**src/rtl/uart_oversample_baud_divisor_search_unit_macros.svh**
```systemverilog
// assertion macros shared by the baud divisor search unit
// no dependencies; included by the files that carry assertions
`ifndef UART_OVERSAMPLE_BAUD_DIVISOR_SEARCH_UNIT_MACROS_SVH
`define UART_OVERSAMPLE_BAUD_DIVISOR_SEARCH_UNIT_MACROS_SVH

// consequent must hold in the same cycle as the antecedent
`define UOSD_ASSERT_SAME(label, clk, rst, ante, cons, msg) \
   label: assert property (@(posedge clk) disable iff (rst) (ante) |-> (cons)) \
      else $error(msg);

// consequent must hold in the cycle after the antecedent
`define UOSD_ASSERT_NEXT(label, clk, rst, ante, cons, msg) \
   label: assert property (@(posedge clk) disable iff (rst) (ante) |=> (cons)) \
      else $error(msg);

`endif

```
**src/rtl/uosd_pkg.sv**
```systemverilog
// types and constants of the baud divisor search unit
// no dependencies; used by every other file of the block but the macro header
package uosd_pkg;

   localparam int CLOCK_W  = 26;
   localparam int BAUD_W   = 24;
   localparam int RATIO_W  = 6;
   localparam int DIVOUT_W = 13;
   localparam int STATUS_W = 2;

   // serial divider geometry
   localparam int DIVD_W   = 26;
   localparam int DIVR_W   = 30;
   localparam int STEP_W   = 5;

   // prescale divisor of an accepted clock fits 24 bits, bound fits 20 bits
   localparam int PRE_W    = 24;
   localparam int RATE_W   = 26;
   localparam int BOUND_W  = 20;

   // divide by 100 as a shift by two and a multiply by the reciprocal of 25
   localparam int RECIP_W      = 23;
   localparam int RECIP_SHIFT  = 27;
   localparam int RECIP_PROD_W = BAUD_W - 2 + RECIP_W;

   localparam logic [CLOCK_W-1:0]  CLOCK_MAX     = 26'd50000000;
   localparam logic [CLOCK_W-1:0]  CLOCK_MIN     = 26'd32000;
   localparam logic [RECIP_W-1:0]  RECIP_25      = 23'd5368710;
   localparam logic [BOUND_W-1:0]  BOUND_SCALE   = 20'd3;
   localparam logic [RATIO_W-1:0]  MIN_RATIO     = 6'd4;
   localparam logic [RATIO_W-1:0]  EDGE_LIMIT    = 6'd9;
   localparam logic [DIVOUT_W-1:0] DIV_MAX       = 13'h1FFF;

   typedef enum logic [STATUS_W-1:0] {
      STATUS_OK        = 2'd0,
      STATUS_BAD_CLOCK = 2'd1,
      STATUS_BIG_ERROR = 2'd2,
      STATUS_DIV_RANGE = 2'd3
   } uosd_status_type;

   typedef enum logic {
      OP_PRESCALE,
      OP_RATE
   } uosd_op_type;

   typedef enum logic [3:0] {
      S_IDLE,
      S_CHECK,
      S_PRESCALE,
      S_WAIT_PRESCALE,
      S_RATE,
      S_WAIT_RATE,
      S_SCORE,
      S_FINISH
   } uosd_state_type;

   typedef struct packed {
      logic        load;
      logic        div_start;
      uosd_op_type op_sel;
      logic        latch_bound;
      logic        latch_prescale;
      logic        latch_rate;
      logic        score;
      logic        ratio_init;
      logic        emit;
   } uosd_cmd_type;

   typedef struct packed {
      logic clock_bad;
      logic div_done;
      logic ratio_last;
      logic rsp_free;
   } uosd_stat_type;

endpackage

```
**src/rtl/uosd_ifs.sv**
```systemverilog
// valid/ready channel interfaces of the baud divisor search unit
// depends on uosd_pkg for field widths
interface uosd_req_if;
   logic                          valid;
   logic                          ready;
   logic [uosd_pkg::CLOCK_W-1:0]  clock_hz;
   logic [uosd_pkg::BAUD_W-1:0]   baud_target;

   modport source (output valid, output clock_hz, output baud_target, input ready);
   modport sink   (input valid, input clock_hz, input baud_target, output ready);
endinterface

interface uosd_rsp_if;
   logic                          valid;
   logic                          ready;
   logic [uosd_pkg::RATIO_W-1:0]  oversample_ratio;
   logic [uosd_pkg::DIVOUT_W-1:0] baud_divisor;
   logic                          both_edge;
   logic [uosd_pkg::STATUS_W-1:0] status;

   modport source (output valid, output oversample_ratio, output baud_divisor,
                   output both_edge, output status, input ready);
   modport sink   (input valid, input oversample_ratio, input baud_divisor,
                   input both_edge, input status, output ready);
endinterface

```
**src/rtl/uosd_div.sv**
```systemverilog
// restoring serial divider, one quotient bit per cycle
// depends on uosd_pkg and the assertion macro header
`include "uart_oversample_baud_divisor_search_unit_macros.svh"

module uosd_div (
   input  logic                        clock,
   input  logic                        reset,
   input  logic                        start,
   input  logic [uosd_pkg::DIVD_W-1:0] dividend,
   input  logic [uosd_pkg::DIVR_W-1:0] divisor,
   output logic                        done,
   output logic [uosd_pkg::DIVD_W-1:0] quotient
);

   logic [uosd_pkg::DIVD_W-1:0] quo_ff, quo_in;
   logic [uosd_pkg::DIVD_W-1:0] rem_ff, rem_in;
   logic [uosd_pkg::DIVR_W-1:0] dvs_ff, dvs_in;
   logic [uosd_pkg::STEP_W-1:0] cnt_ff, cnt_in;
   logic                        busy_ff, busy_in;
   logic                        done_ff, done_in;
   logic                        zero_ff, zero_in;

   logic [uosd_pkg::DIVD_W:0]   trial;
   logic [uosd_pkg::DIVD_W:0]   diff;
   logic                        fits;
   logic                        last_step;

   // shift next dividend bit into the partial remainder
   assign trial     = {rem_ff, quo_ff[uosd_pkg::DIVD_W-1]};
   assign fits      = uosd_pkg::DIVR_W'(trial) >= dvs_ff;
   assign diff      = trial - dvs_ff[uosd_pkg::DIVD_W:0];
   assign last_step = cnt_ff == uosd_pkg::STEP_W'(uosd_pkg::DIVD_W - 1);

   always_comb begin
      quo_in  = quo_ff;
      rem_in  = rem_ff;
      dvs_in  = dvs_ff;
      cnt_in  = cnt_ff;
      busy_in = busy_ff;
      done_in = 1'b0;
      zero_in = zero_ff;
      if (start) begin
         quo_in  = dividend;
         rem_in  = '0;
         dvs_in  = divisor;
         cnt_in  = '0;
         busy_in = 1'b1;
         zero_in = divisor == '0;
      end else if (busy_ff) begin
         rem_in = fits ? diff[uosd_pkg::DIVD_W-1:0] : trial[uosd_pkg::DIVD_W-1:0];
         quo_in = {quo_ff[uosd_pkg::DIVD_W-2:0], fits};
         cnt_in = cnt_ff + 1'b1;
         if (last_step) begin
            busy_in = 1'b0;
            done_in = 1'b1;
         end
      end
   end

   always_ff @(posedge clock) begin
      if (reset) begin
         busy_ff <= 1'b0;
         done_ff <= 1'b0;
      end else begin
         busy_ff <= busy_in;
         done_ff <= done_in;
      end
      quo_ff  <= quo_in;
      rem_ff  <= rem_in;
      dvs_ff  <= dvs_in;
      cnt_ff  <= cnt_in;
      zero_ff <= zero_in;
   end

   // a zero divisor yields a zero quotient
   assign done     = done_ff;
   assign quotient = zero_ff ? '0 : quo_ff;

   `UOSD_ASSERT_NEXT(a_start_busy, clock, reset, start, busy_ff, "divider did not start")
   `UOSD_ASSERT_SAME(a_done_idle, clock, reset, done_ff, !busy_ff, "done while still busy")
   `UOSD_ASSERT_NEXT(a_keep_busy, clock, reset, busy_ff && !last_step && !start, busy_ff,
                     "divider stopped early")

endmodule

```
**src/rtl/uosd_dpath.sv**
```systemverilog
// datapath of the baud divisor search: operand select, best-ratio tracking,
// result register; depends on uosd_pkg and uosd_div
module uosd_dpath #(
   parameter int MAX_RATIO = 32
) (
   input  logic                          clock,
   input  logic                          reset,
   input  uosd_pkg::uosd_cmd_type        cmd,
   output uosd_pkg::uosd_stat_type       stat,
   input  logic [uosd_pkg::CLOCK_W-1:0]  req_clock_hz,
   input  logic [uosd_pkg::BAUD_W-1:0]   req_baud_target,
   input  logic                          rsp_ready,
   output logic                          rsp_valid,
   output logic [uosd_pkg::RATIO_W-1:0]  rsp_oversample_ratio,
   output logic [uosd_pkg::DIVOUT_W-1:0] rsp_baud_divisor,
   output logic                          rsp_both_edge,
   output logic [uosd_pkg::STATUS_W-1:0] rsp_status
);

   logic [uosd_pkg::CLOCK_W-1:0]  clk_ff;
   logic [uosd_pkg::BAUD_W-1:0]   baud_ff;
   logic [uosd_pkg::BOUND_W-1:0]  bound_ff;
   logic [uosd_pkg::RATIO_W-1:0]  ratio_ff, ratio_in;
   logic [uosd_pkg::PRE_W-1:0]    pre_ff;
   logic [uosd_pkg::RATE_W-1:0]   rate_ff;
   logic [uosd_pkg::RATE_W-1:0]   best_err_ff;
   logic [uosd_pkg::PRE_W-1:0]    best_div_ff;
   logic [uosd_pkg::RATIO_W-1:0]  best_ratio_ff;

   logic                          rsp_valid_ff, rsp_valid_in;
   logic [uosd_pkg::RATIO_W-1:0]  out_ratio_ff, out_ratio_in;
   logic [uosd_pkg::DIVOUT_W-1:0] out_div_ff, out_div_in;
   logic                          out_edge_ff, out_edge_in;
   uosd_pkg::uosd_status_type     out_status_ff, out_status_in;

   logic [uosd_pkg::DIVD_W-1:0]       dividend;
   logic [uosd_pkg::DIVR_W-1:0]       divisor;
   logic [uosd_pkg::DIVD_W-1:0]       quotient;
   logic                              div_done;
   logic [uosd_pkg::RECIP_PROD_W-1:0] recip_prod;
   logic [uosd_pkg::BOUND_W-1:0]      bound_prod;
   logic [uosd_pkg::RATE_W-1:0]       baud_ext;
   logic [uosd_pkg::RATE_W-1:0]       err;
   logic                              take;
   logic                              clock_bad;

   // operands of the shared divider
   assign dividend = clk_ff;

   always_comb begin
      unique case (cmd.op_sel)
         uosd_pkg::OP_PRESCALE: begin
            divisor = uosd_pkg::DIVR_W'(baud_ff) * uosd_pkg::DIVR_W'(ratio_ff);
         end
         uosd_pkg::OP_RATE: begin
            divisor = uosd_pkg::DIVR_W'(ratio_ff) * uosd_pkg::DIVR_W'(pre_ff);
         end
      endcase
   end

   uosd_div u_div (
      .clock    (clock),
      .reset    (reset),
      .start    (cmd.div_start),
      .dividend (dividend),
      .divisor  (divisor),
      .done     (div_done),
      .quotient (quotient)
   );

   // error bound (baud / 100) * 3, quotient by 100 exact over the whole target field
   assign recip_prod = uosd_pkg::RECIP_PROD_W'(baud_ff[uosd_pkg::BAUD_W-1:2]) *
                       uosd_pkg::RECIP_PROD_W'(uosd_pkg::RECIP_25);
   assign bound_prod = uosd_pkg::BOUND_W'(
                          recip_prod[uosd_pkg::RECIP_PROD_W-1:uosd_pkg::RECIP_SHIFT]) *
                       uosd_pkg::BOUND_SCALE;
   assign baud_ext   = uosd_pkg::RATE_W'(baud_ff);
   assign err        = (rate_ff > baud_ext) ? rate_ff - baud_ext : baud_ext - rate_ff;
   assign take       = (ratio_ff == uosd_pkg::MIN_RATIO) || (err <= best_err_ff);
   assign clock_bad  = (clk_ff > uosd_pkg::CLOCK_MAX) || (clk_ff < uosd_pkg::CLOCK_MIN);

   always_comb begin
      ratio_in = ratio_ff;
      if (cmd.ratio_init) begin
         ratio_in = uosd_pkg::MIN_RATIO;
      end else if (cmd.score) begin
         ratio_in = ratio_ff + 1'b1;
      end
   end

   always_ff @(posedge clock) begin
      if (cmd.load) begin
         clk_ff  <= req_clock_hz;
         baud_ff <= req_baud_target;
      end
      if (cmd.latch_bound) begin
         bound_ff <= bound_prod;
      end
      if (cmd.latch_prescale) begin
         pre_ff <= quotient[uosd_pkg::PRE_W-1:0];
      end
      if (cmd.latch_rate) begin
         rate_ff <= quotient[uosd_pkg::RATE_W-1:0];
      end
      if (cmd.score && take) begin
         best_err_ff   <= err;
         best_div_ff   <= pre_ff;
         best_ratio_ff <= ratio_ff;
      end
      ratio_ff <= ratio_in;
   end

   // final result
   always_comb begin
      out_ratio_in  = best_ratio_ff;
      out_edge_in   = best_ratio_ff < uosd_pkg::EDGE_LIMIT;
      out_div_in    = (best_div_ff > uosd_pkg::PRE_W'(uosd_pkg::DIV_MAX)) ?
                      uosd_pkg::DIV_MAX : best_div_ff[uosd_pkg::DIVOUT_W-1:0];
      if (clock_bad) begin
         out_ratio_in  = '0;
         out_edge_in   = 1'b0;
         out_div_in    = '0;
         out_status_in = uosd_pkg::STATUS_BAD_CLOCK;
      end else if (!(best_err_ff < uosd_pkg::RATE_W'(bound_ff))) begin
         out_status_in = uosd_pkg::STATUS_BIG_ERROR;
      end else if (best_div_ff == '0 ||
                   best_div_ff > uosd_pkg::PRE_W'(uosd_pkg::DIV_MAX)) begin
         out_status_in = uosd_pkg::STATUS_DIV_RANGE;
      end else begin
         out_status_in = uosd_pkg::STATUS_OK;
      end
   end

   always_comb begin
      rsp_valid_in = rsp_valid_ff;
      if (cmd.emit) begin
         rsp_valid_in = 1'b1;
      end else if (rsp_ready) begin
         rsp_valid_in = 1'b0;
      end
   end

   always_ff @(posedge clock) begin
      if (reset) begin
         rsp_valid_ff <= 1'b0;
      end else begin
         rsp_valid_ff <= rsp_valid_in;
      end
      if (cmd.emit) begin
         out_ratio_ff  <= out_ratio_in;
         out_div_ff    <= out_div_in;
         out_edge_ff   <= out_edge_in;
         out_status_ff <= out_status_in;
      end
   end

   assign stat.clock_bad  = clock_bad;
   assign stat.div_done   = div_done;
   assign stat.ratio_last = ratio_ff == uosd_pkg::RATIO_W'(MAX_RATIO);
   assign stat.rsp_free   = !rsp_valid_ff || rsp_ready;

   assign rsp_valid            = rsp_valid_ff;
   assign rsp_oversample_ratio = out_ratio_ff;
   assign rsp_baud_divisor     = out_div_ff;
   assign rsp_both_edge        = out_edge_ff;
   assign rsp_status           = out_status_ff;

endmodule

```
**src/rtl/uosd_ctrl.sv**
```systemverilog
// sequencer of the baud divisor search: latches the error bound, then walks
// prescale and rate divisions for each ratio; depends on uosd_pkg and the macro header
`include "uart_oversample_baud_divisor_search_unit_macros.svh"

module uosd_ctrl (
   input  logic                    clock,
   input  logic                    reset,
   input  logic                    req_valid,
   output logic                    req_ready,
   input  uosd_pkg::uosd_stat_type stat,
   output uosd_pkg::uosd_cmd_type  cmd
);

   uosd_pkg::uosd_state_type state_ff, state_in;

   always_ff @(posedge clock) begin
      if (reset) begin
         state_ff <= uosd_pkg::S_IDLE;
      end else begin
         state_ff <= state_in;
      end
   end

   always_comb begin
      state_in   = state_ff;
      cmd        = '0;
      cmd.op_sel = uosd_pkg::OP_PRESCALE;
      req_ready  = 1'b0;
      unique case (state_ff)
         uosd_pkg::S_IDLE: begin
            req_ready = 1'b1;
            if (req_valid) begin
               cmd.load = 1'b1;
               state_in = uosd_pkg::S_CHECK;
            end
         end
         uosd_pkg::S_CHECK: begin
            if (stat.clock_bad) begin
               state_in = uosd_pkg::S_FINISH;
            end else begin
               cmd.latch_bound = 1'b1;
               cmd.ratio_init  = 1'b1;
               state_in        = uosd_pkg::S_PRESCALE;
            end
         end
         uosd_pkg::S_PRESCALE: begin
            cmd.op_sel    = uosd_pkg::OP_PRESCALE;
            cmd.div_start = 1'b1;
            state_in      = uosd_pkg::S_WAIT_PRESCALE;
         end
         uosd_pkg::S_WAIT_PRESCALE: begin
            if (stat.div_done) begin
               cmd.latch_prescale = 1'b1;
               state_in           = uosd_pkg::S_RATE;
            end
         end
         uosd_pkg::S_RATE: begin
            cmd.op_sel    = uosd_pkg::OP_RATE;
            cmd.div_start = 1'b1;
            state_in      = uosd_pkg::S_WAIT_RATE;
         end
         uosd_pkg::S_WAIT_RATE: begin
            if (stat.div_done) begin
               cmd.latch_rate = 1'b1;
               state_in       = uosd_pkg::S_SCORE;
            end
         end
         uosd_pkg::S_SCORE: begin
            cmd.score = 1'b1;
            state_in  = stat.ratio_last ? uosd_pkg::S_FINISH : uosd_pkg::S_PRESCALE;
         end
         uosd_pkg::S_FINISH: begin
            if (stat.rsp_free) begin
               cmd.emit = 1'b1;
               state_in = uosd_pkg::S_IDLE;
            end
         end
         default: begin
            state_in = uosd_pkg::S_IDLE;
         end
      endcase
   end

   `UOSD_ASSERT_SAME(a_done_expected, clock, reset, stat.div_done,
                     state_ff == uosd_pkg::S_WAIT_PRESCALE || state_ff == uosd_pkg::S_WAIT_RATE,
                     "divider done outside a wait state")
   `UOSD_ASSERT_SAME(a_emit_free, clock, reset, cmd.emit, stat.rsp_free,
                     "result loaded over a pending transfer")
   `UOSD_ASSERT_NEXT(a_bad_clock_skip, clock, reset,
                     state_ff == uosd_pkg::S_CHECK && stat.clock_bad,
                     state_ff == uosd_pkg::S_FINISH, "bad clock did not skip the search")

endmodule

```
**src/rtl/uart_oversample_baud_divisor_search_unit.sv**
```systemverilog
// top level of the uart baud divisor and oversampling ratio search
// depends on uosd_pkg, uosd_ifs, uosd_ctrl, uosd_dpath and uosd_div
//
// Each request transfer carries the module clock in Hz and the wanted baud
// rate; one response transfer follows with the oversampling ratio, the 13-bit
// divisor, the both-edge flag (ratio 4 to 8) and a status (ok, clock outside
// 32000..50000000 Hz, best error not below (baud / 100 rounded down) * 3,
// divisor zero or above 8191 and then reported saturated). Every ratio from 4
// to MAX_RATIO is tried; the one with the smallest rate error wins, a later
// ratio winning a tie. The error bound is formed with a shift and a reciprocal
// multiply. The two divisions of each ratio go through one restoring serial
// divider that produces one quotient bit per clock. The error bound is latched
// first, then each ratio runs its two divisions, each started and then waited
// on, and is scored. A bad clock skips the search and goes straight to the
// response. One request is worked at a time; the next request is taken as
// soon as the result is in the output register, even if the response has
// not been transferred yet.
module uart_oversample_baud_divisor_search_unit #(
   parameter int MAX_RATIO = 32
) (
   input  logic       clock,
   input  logic       reset,
   uosd_req_if.sink   req,
   uosd_rsp_if.source rsp
);

   // command and status bundles between sequencer and datapath
   uosd_pkg::uosd_cmd_type  cmd;
   uosd_pkg::uosd_stat_type stat;

   // sequencer: a start and a wait state per division and a score state per ratio
   uosd_ctrl u_ctrl (
      .clock     (clock),
      .reset     (reset),
      .req_valid (req.valid),
      .req_ready (req.ready),
      .stat      (stat),
      .cmd       (cmd)
   );

   // datapath: operand select, serial divider, best-ratio tracking, result
   uosd_dpath #(
      .MAX_RATIO (MAX_RATIO)
   ) u_dpath (
      .clock                (clock),
      .reset                (reset),
      .cmd                  (cmd),
      .stat                 (stat),
      .req_clock_hz         (req.clock_hz),
      .req_baud_target      (req.baud_target),
      .rsp_ready            (rsp.ready),
      .rsp_valid            (rsp.valid),
      .rsp_oversample_ratio (rsp.oversample_ratio),
      .rsp_baud_divisor     (rsp.baud_divisor),
      .rsp_both_edge        (rsp.both_edge),
      .rsp_status           (rsp.status)
   );

endmodule
```
**src/flat_wrapper.sv**
```systemverilog
// flat-port wrapper written by rule: the top's interface ports become plain ports
module uart_oversample_baud_divisor_search_unit_flat 
#(
   parameter int MAX_RATIO = 32
)
  (clock, reset, req_valid, req_clock_hz, req_baud_target, req_ready, rsp_valid, rsp_oversample_ratio, rsp_baud_divisor, rsp_both_edge, rsp_status, rsp_ready);
  uosd_req_if req_i ();
  uosd_rsp_if rsp_i ();
  input  logic clock;
  input  logic reset;
  input wire logic [$bits(req_i.valid)-1:0] req_valid;
  input wire logic [$bits(req_i.clock_hz)-1:0] req_clock_hz;
  input wire logic [$bits(req_i.baud_target)-1:0] req_baud_target;
  output wire logic [$bits(req_i.ready)-1:0] req_ready;
  output wire logic [$bits(rsp_i.valid)-1:0] rsp_valid;
  output wire logic [$bits(rsp_i.oversample_ratio)-1:0] rsp_oversample_ratio;
  output wire logic [$bits(rsp_i.baud_divisor)-1:0] rsp_baud_divisor;
  output wire logic [$bits(rsp_i.both_edge)-1:0] rsp_both_edge;
  output wire logic [$bits(rsp_i.status)-1:0] rsp_status;
  input wire logic [$bits(rsp_i.ready)-1:0] rsp_ready;
  assign req_i.valid = req_valid;
  assign req_i.clock_hz = req_clock_hz;
  assign req_i.baud_target = req_baud_target;
  assign req_ready = req_i.ready;
  assign rsp_valid = rsp_i.valid;
  assign rsp_oversample_ratio = rsp_i.oversample_ratio;
  assign rsp_baud_divisor = rsp_i.baud_divisor;
  assign rsp_both_edge = rsp_i.both_edge;
  assign rsp_status = rsp_i.status;
  assign rsp_i.ready = rsp_ready;
  uart_oversample_baud_divisor_search_unit #(.MAX_RATIO(MAX_RATIO)) u_core (.clock(clock), .reset(reset), .req(req_i), .rsp(rsp_i));
endmodule
```
**config.mk**
```make
export PLATFORM = sky130hd
export DESIGN_NAME = uart_oversample_baud_divisor_search_unit_flat
export DESIGN_NICKNAME = d
export VERILOG_FILES = /design/src/rtl/uosd_pkg.sv /design/src/rtl/uosd_ifs.sv /design/src/rtl/uosd_div.sv /design/src/rtl/uosd_dpath.sv /design/src/rtl/uosd_ctrl.sv /design/src/rtl/uart_oversample_baud_divisor_search_unit.sv /design/src/flat_wrapper.sv
export VERILOG_INCLUDE_DIRS = /design/src /design/src/rtl
export SDC_FILE = /design/constraint.sdc
export NUM_CORES = 2
export LEC_CHECK = 0
export BUFFER_PORTS_ARGS = -buffer_cell sky130_fd_sc_hd__clkbuf_2
export CORE_MARGIN = 2
export CORE_UTILIZATION = 50
export DETAILED_ROUTE_END_ITERATION = 10
export PLACE_DENSITY = 0.76
export SLEW_MARGIN = 10
export SYNTH_ARGS = -nofsm -noshare
export SYNTH_HDL_FRONTEND = slang
export SYNTH_SLANG_ARGS = --single-unit
```
**constraint.sdc**
```tcl
create_clock -name clock -period 11.3 [get_ports clock]
set_input_delay 1.695 -clock clock [delete_from_list [all_inputs] [get_ports clock]]
set_output_delay 1.695 -clock clock [all_outputs]
set_load 0.01 [all_outputs]
```
# After elaboration in Yosys (flattened, before gate mapping)
# Cells that the tools add are included.
[word_totals] reg_bits=299 inputBits=54 out_inout_bits=24 word_cells=103
[op_classes] n_addsub=5 mul=4 n_lt_le_gt_ge=8 eq_ne=14 muxes=34 bitwise_logic=2 n_reduce_logical=13
[ops] op="26-bit 2-to-1 mux" n=4
[ops] op="30-bit case mux with 2 select lines" n=1
[ops] op="22-bit by 22-bit multiplier with 44-bit output, second input constant" n=1
[ops] op="4-bit case mux with 8 select lines" n=1
[ops] op="27-bit by 30-bit greater-or-equal comparator with 1-bit output" n=1
[ops] op="30-bit zero test" n=1
[ops] op="24-bit by 6-bit multiplier with 30-bit output" n=1
[ops] op="6-bit by 24-bit multiplier with 30-bit output" n=1
[ops] op="26-bit by 24-bit > comparator with 1-bit output" n=1
[ops] op="26-bit > comparator, second input constant" n=1
[ops] op="26-bit less-or-equal comparator" n=1
[ops] op="26-bit by 15-bit less-than comparator with 1-bit output, second input constant" n=1
[ops] op="26-bit by 20-bit less-than comparator with 1-bit output" n=1
[ops] op="24-bit by 26-bit subtractor with 26-bit output" n=1
[ops] op="26-bit by 24-bit subtractor with 26-bit output" n=1
[ops] op="26-bit subtractor" n=1
[ops] op="24-bit by 13-bit > comparator with 1-bit output, second input constant" n=1
[ops] op="24-bit zero test" n=1
[ops] op="24-bit 2-to-1 mux" n=1
[ops] op="18-bit by 2-bit multiplier with 20-bit output, second input constant" n=1
[ops] op="1-bit 2-to-1 mux" n=17
[ops] op="4-bit by 3-bit == test with 1-bit output, second input constant" n=4
[ops] op="4-bit 2-to-1 mux" n=4
[ops] op="13-bit 2-to-1 mux" n=1
[ops] op="other kinds (21)" n=31

# Logic depth before layout (Yosys ltp)
[logic_depth] depth_word=5 ltp_mapped=36 depth_no_buf=36

# Cells and area by module
# From an unflattened synthesis, not the netlist that was laid out.
[unflattened] cells_unflattened=3421 hier_area_um2=33728.6
[modules_own_cells] mod="uosd_dpath" instances=1 cells_per_inst=2857 area_per_inst_um2=28080.7 seq_area_each_um2=6085.8
[modules_own_cells] mod="uosd_div" instances=1 cells_per_inst=525 area_per_inst_um2=5318.9 seq_area_each_um2=2372.3
[modules_own_cells] mod="uosd_ctrl" instances=1 cells_per_inst=39 area_per_inst_um2=329.1 seq_area_each_um2=60.1

# Least setup slack after synthesis
# OpenSTA, ideal clock, no wires.
[synth_path] path_type="register to register" startpoint="register u_core.u_dpath.baud_ff[12] (netlist name)" endpoint="register u_core.u_dpath.bound_ff[18] (netlist name), data pin" setup_time_ps=270 t_arrival_ps=8329 required_time_ps=11030 slack_ps=2701 path_stages_with_launch=33 n_path_buf=0 synth_period_minus_slack_ps=8599 cell_sequence="edfxtp_1 > ha_1 > fa_1 > inv_1 > fa_1 > inv_1 > fa_1 > fa_1 > fa_1 > inv_1 > fa_1 > inv_1 > ha_1 > nand3_1 > nor2_1 > o311ai_1 > o31ai_1 > a21boi_1 > o21ai_1 > a21oi_1 > nor2b_1 > o21a_1 > nor2_1 > xnor2_1 > ha_1 > o41ai_1 > o2111ai_1 > a21o_1 > a21oi_1 > a211oi_1 > a211oi_1 > o21ai_1 > xor2_1"
[synth_via] elab_chain_cells=2
[synth_lines] element="from (decl)" line="uosd_dpath.sv:21" text="logic [uosd_pkg::BAUD_W-1:0] baud_ff;"
[synth_lines] element="from (signal assigned)" line="uosd_dpath.sv:94" text="baud_ff <= req_baud_target;"
[synth_lines] element="22-bit by 22-bit multiplier with 44-bit output" line="uosd_dpath.sv:72" text="assign recip_prod = uosd_pkg::RECIP_PROD_W'(baud_ff[uosd_pkg::BAUD_W-1:2]) *"
[synth_lines] element="18-bit by 2-bit multiplier with 20-bit output" line="uosd_dpath.sv:75" text="recip_prod[uosd_pkg::RECIP_PROD_W-1:uosd_pkg::RECIP_SHIFT]) *"
[synth_lines] element="via u_core.u_dpath.bound_prod, one bit" line="uosd_dpath.sv:41" text="logic [uosd_pkg::BOUND_W-1:0] bound_prod;"
[synth_lines] element="to (signal assigned)" line="uosd_dpath.sv:97" text="bound_ff <= bound_prod;"
[synth_lines] element="to (decl)" line="uosd_dpath.sv:22" text="logic [uosd_pkg::BOUND_W-1:0] bound_ff;"
# The timed path passes the listed nets, and every way through them passes these cells.
# A chain may end at the register's enable or synchronous reset.

# Final worst setup path
[layout_path] startpoint="register u_core.u_dpath.baud_ff[6] (netlist name)" endpoint="register u_core.u_dpath.bound_ff[17] (netlist name), data pin"
# The elaborated chain is that of the path after synthesis.

==> results.cfg <==
[logic_synthesis]
synth_flop_cell = edfxtp_1
yosys-top-cells-area = edfxtp_1 23%, fa_1 21%, ha_1 17%
synthCells = 3460
yosysWarnings = 0
ys_ff_latch = 298
synth-compound-area-share_pct = 11.4
async_reset_ff_share_pct = 0
yosys.area_share.xor_xnor_pct = 3.22
ys_seq_area_share_pct = 25.2
yosysTopAreaCell = edfxtp_1
syn-cell-area_sq_um = 33800
synth_fa_ha_area_share_pct = 38.2
yosysTopAreaCellShare_pct = 22.7
muxShareOfSynthArea_pct = 2.34
synthDistinctLibCells = 78
synth-simple-area-share_pct = 11.3
avgSynthCellArea_sq_um = 9.76
synth_top_family_by_area = adder cells
syn-num-nets = 4328
synth_edf_count = 255

[placement]
port_buffers = 77
dp.cells = 4342
dpl_cell_area_sq_um = 35100
dp_hpwl_um = 66900
place_congestion = 0.948

[cts]
numClockSinks = 298
clock_latency_ns = 0.58
post_cts_buffers = 0
clockBufferDepth = 3
numCtsBuffers = 35
cts_resized = 0
htree_num_levels = 2
cts_tree = yes
clk_pin_slew_worst_paths_ns = 0.06
root_buffer = clkbuf_16
ctsHoldBuffers = 0

[drt]
drc = 0
drt_wl_total_um = 85700
dr.pass1.iters = 7
wire_per_inst_um = 19.4
postRouteAntennaNets = 0
vias_per_cell = 5.69
drtIter0Drc = 2222
num_vias = 25100

[timing]
final.setup.tns_ns = 0
rsz0062_at_grt = false
slew-limit-headroom_pct = 28.0
timing.final.crit_share_pct = 84.4
drv_slew = 0
setup_viol = 0
hold_violations = 0
max_freq_ghz = 0.105
post-route-min-period_ns = 9.54
fin_skew_ns = 0.0391
tightest_slew_ns = 1.08

[final_layout]
finish.instance_area_sq_um = 36400
drive_above_1_share_pct = 6.26
area_growth_pct = 7.82
multiInputGateArea_sq_um = 22500
final_common_cell = inv_1
insertedDiodeCount = 0
stdcell_count = 4405
regArea_sq_um = 8520
finalNetCount = 4374
layout_common_cells = 643 x inv_1, 454 x ha_1, 363 x nand2_1
fillers = 5842

[floorplan]
die_w_um = 264
die_h_um = 264
die_area_sq_um = 69600
rows = 95
pin_count = 78
fp.coreArea_sq_um = 67000
start_util_pct = 50.4

[grt]
grt_use_total_pct = 25.1
antenna_found_initial = 2
grt_pass1_wl_um = 138000
gr-total-overflow = 0
grt_max_degree = 64
first_global_vias = 25300

[critical_path]
crit_required_ns = 11.61
cp_max_fo = 14
startpoint_type = flip-flop
arrival_ns = 9.85
slowest_delay_ns = 0.77
crit_top_cell = fa_1
worst-setup-path-type = flip-flop to flip-flop
worst_path_max_delay_cell = edfxtp_1
cp-end-kind = flip-flop

[worst_hold_path]
hold_class = flip-flop to flip-flop

[flow_run]
maxCapViolCount = 0

[status]
status = finished, final reports clean
final cells by class:
type | instances | area share, %
Tap cell | 873 | 3.00
Clock inverter | 23 | 0.969
Timing Repair Buffer | 106 | 1.66
Sequential cell | 298 | 23.4
Clock buffer | 40 | 2.54
Inverter | 645 | 6.65
Multi-Input combinational cell | 2420 | 61.8
final timing paths:
check                                       from                             end  slack, ns  cells after the start
setup / recovery       u_core.u_dpath.baud_ff[6]     u_core.u_dpath.bound_ff[17]       1.76                     35
hold / removal    u_core.u_dpath.u_div.rem_ff[1]  u_core.u_dpath.u_div.rem_ff[1]       0.47                      2
setup reg to reg       u_core.u_dpath.baud_ff[6]     u_core.u_dpath.bound_ff[17]       1.76                     35
hold reg to reg   u_core.u_dpath.u_div.rem_ff[1]  u_core.u_dpath.u_div.rem_ff[1]       0.47                      2
critical path, delay by kind of cell, from the launching register on:
family,cells,cell delay [ns]
AO/OA/AOI/OAI,11,2.77
XOR/XNOR,2,0.29
buffers and inverters,6,0.54
adder cells (fa/ha/maj),10,4.28
AND/OR/NAND/NOR,6,0.66
flip-flops,1,0.77
synthesized netlist by cell type (all sizes together) (6+ instances only):
cell / number
xnor2: 83
nor4: 13
clkbuf: 81
o41ai: 6
xor2: 41
nor3: 37
a21boi: 6
o31ai: 13
mux2i: 38
fa: 360
a41oi: 8
edfxtp: 255
or2: 6
nand2b: 17
nand2: 363
a21oi: 160
a211oi: 38
a211o: 6
o21ai: 117
a21o: 101
dfxtp: 43
o21a: 34
ha: 454
a31oi: 15
nand4: 36
nor2: 139
or3: 7
buf: 16
mux2: 36
o211ai: 15
nand3: 42
and3: 20
inv: 645
nor2b: 55
o21bai: 21
and4: 8
and2: 44
layer usage:
layer,track usage (%),wire length [um]
met1,34.9,37000
met2,40.0,38800
met4,7.65,2730
met3,4.56,7040
met5,0,27
logic make-up after synthesis:
group                      after synthesis
buffers and inverters                  742
adders and majority gates              814
and+or+nand+nor                        813
AOI/OAI and AO/OA                      595
DFF                                    298
muxes                                   74
xor gates and xnor gates               124
registers in the layout, summed over array words and instances, names as in the netlist, 26 cells and up:
name	cells
u_core.u_dpath.u_div.rem_ff	26
u_core.u_dpath.best_err_ff	26
u_core.u_dpath.clk_ff	26
u_core.u_dpath.u_div.dvs_ff	30
u_core.u_dpath.u_div.quo_ff	26
u_core.u_dpath.rate_ff	26
per-stage QoR:
step                      setup WS [ns]  hold slack [ns]  util, %
after global routing               1.11            0.484     54.3
after global placement             2.06            0.457     52.4
after detailed placement           1.87            0.464     52.4
final                              1.76            0.473     54.3
after floorplan                    2.70            0.406        -
after CTS                          1.78            0.472     54.3
Power is not shown: default switching activity piles up to over one toggle a cycle in this logic, so the estimate is an artifact.
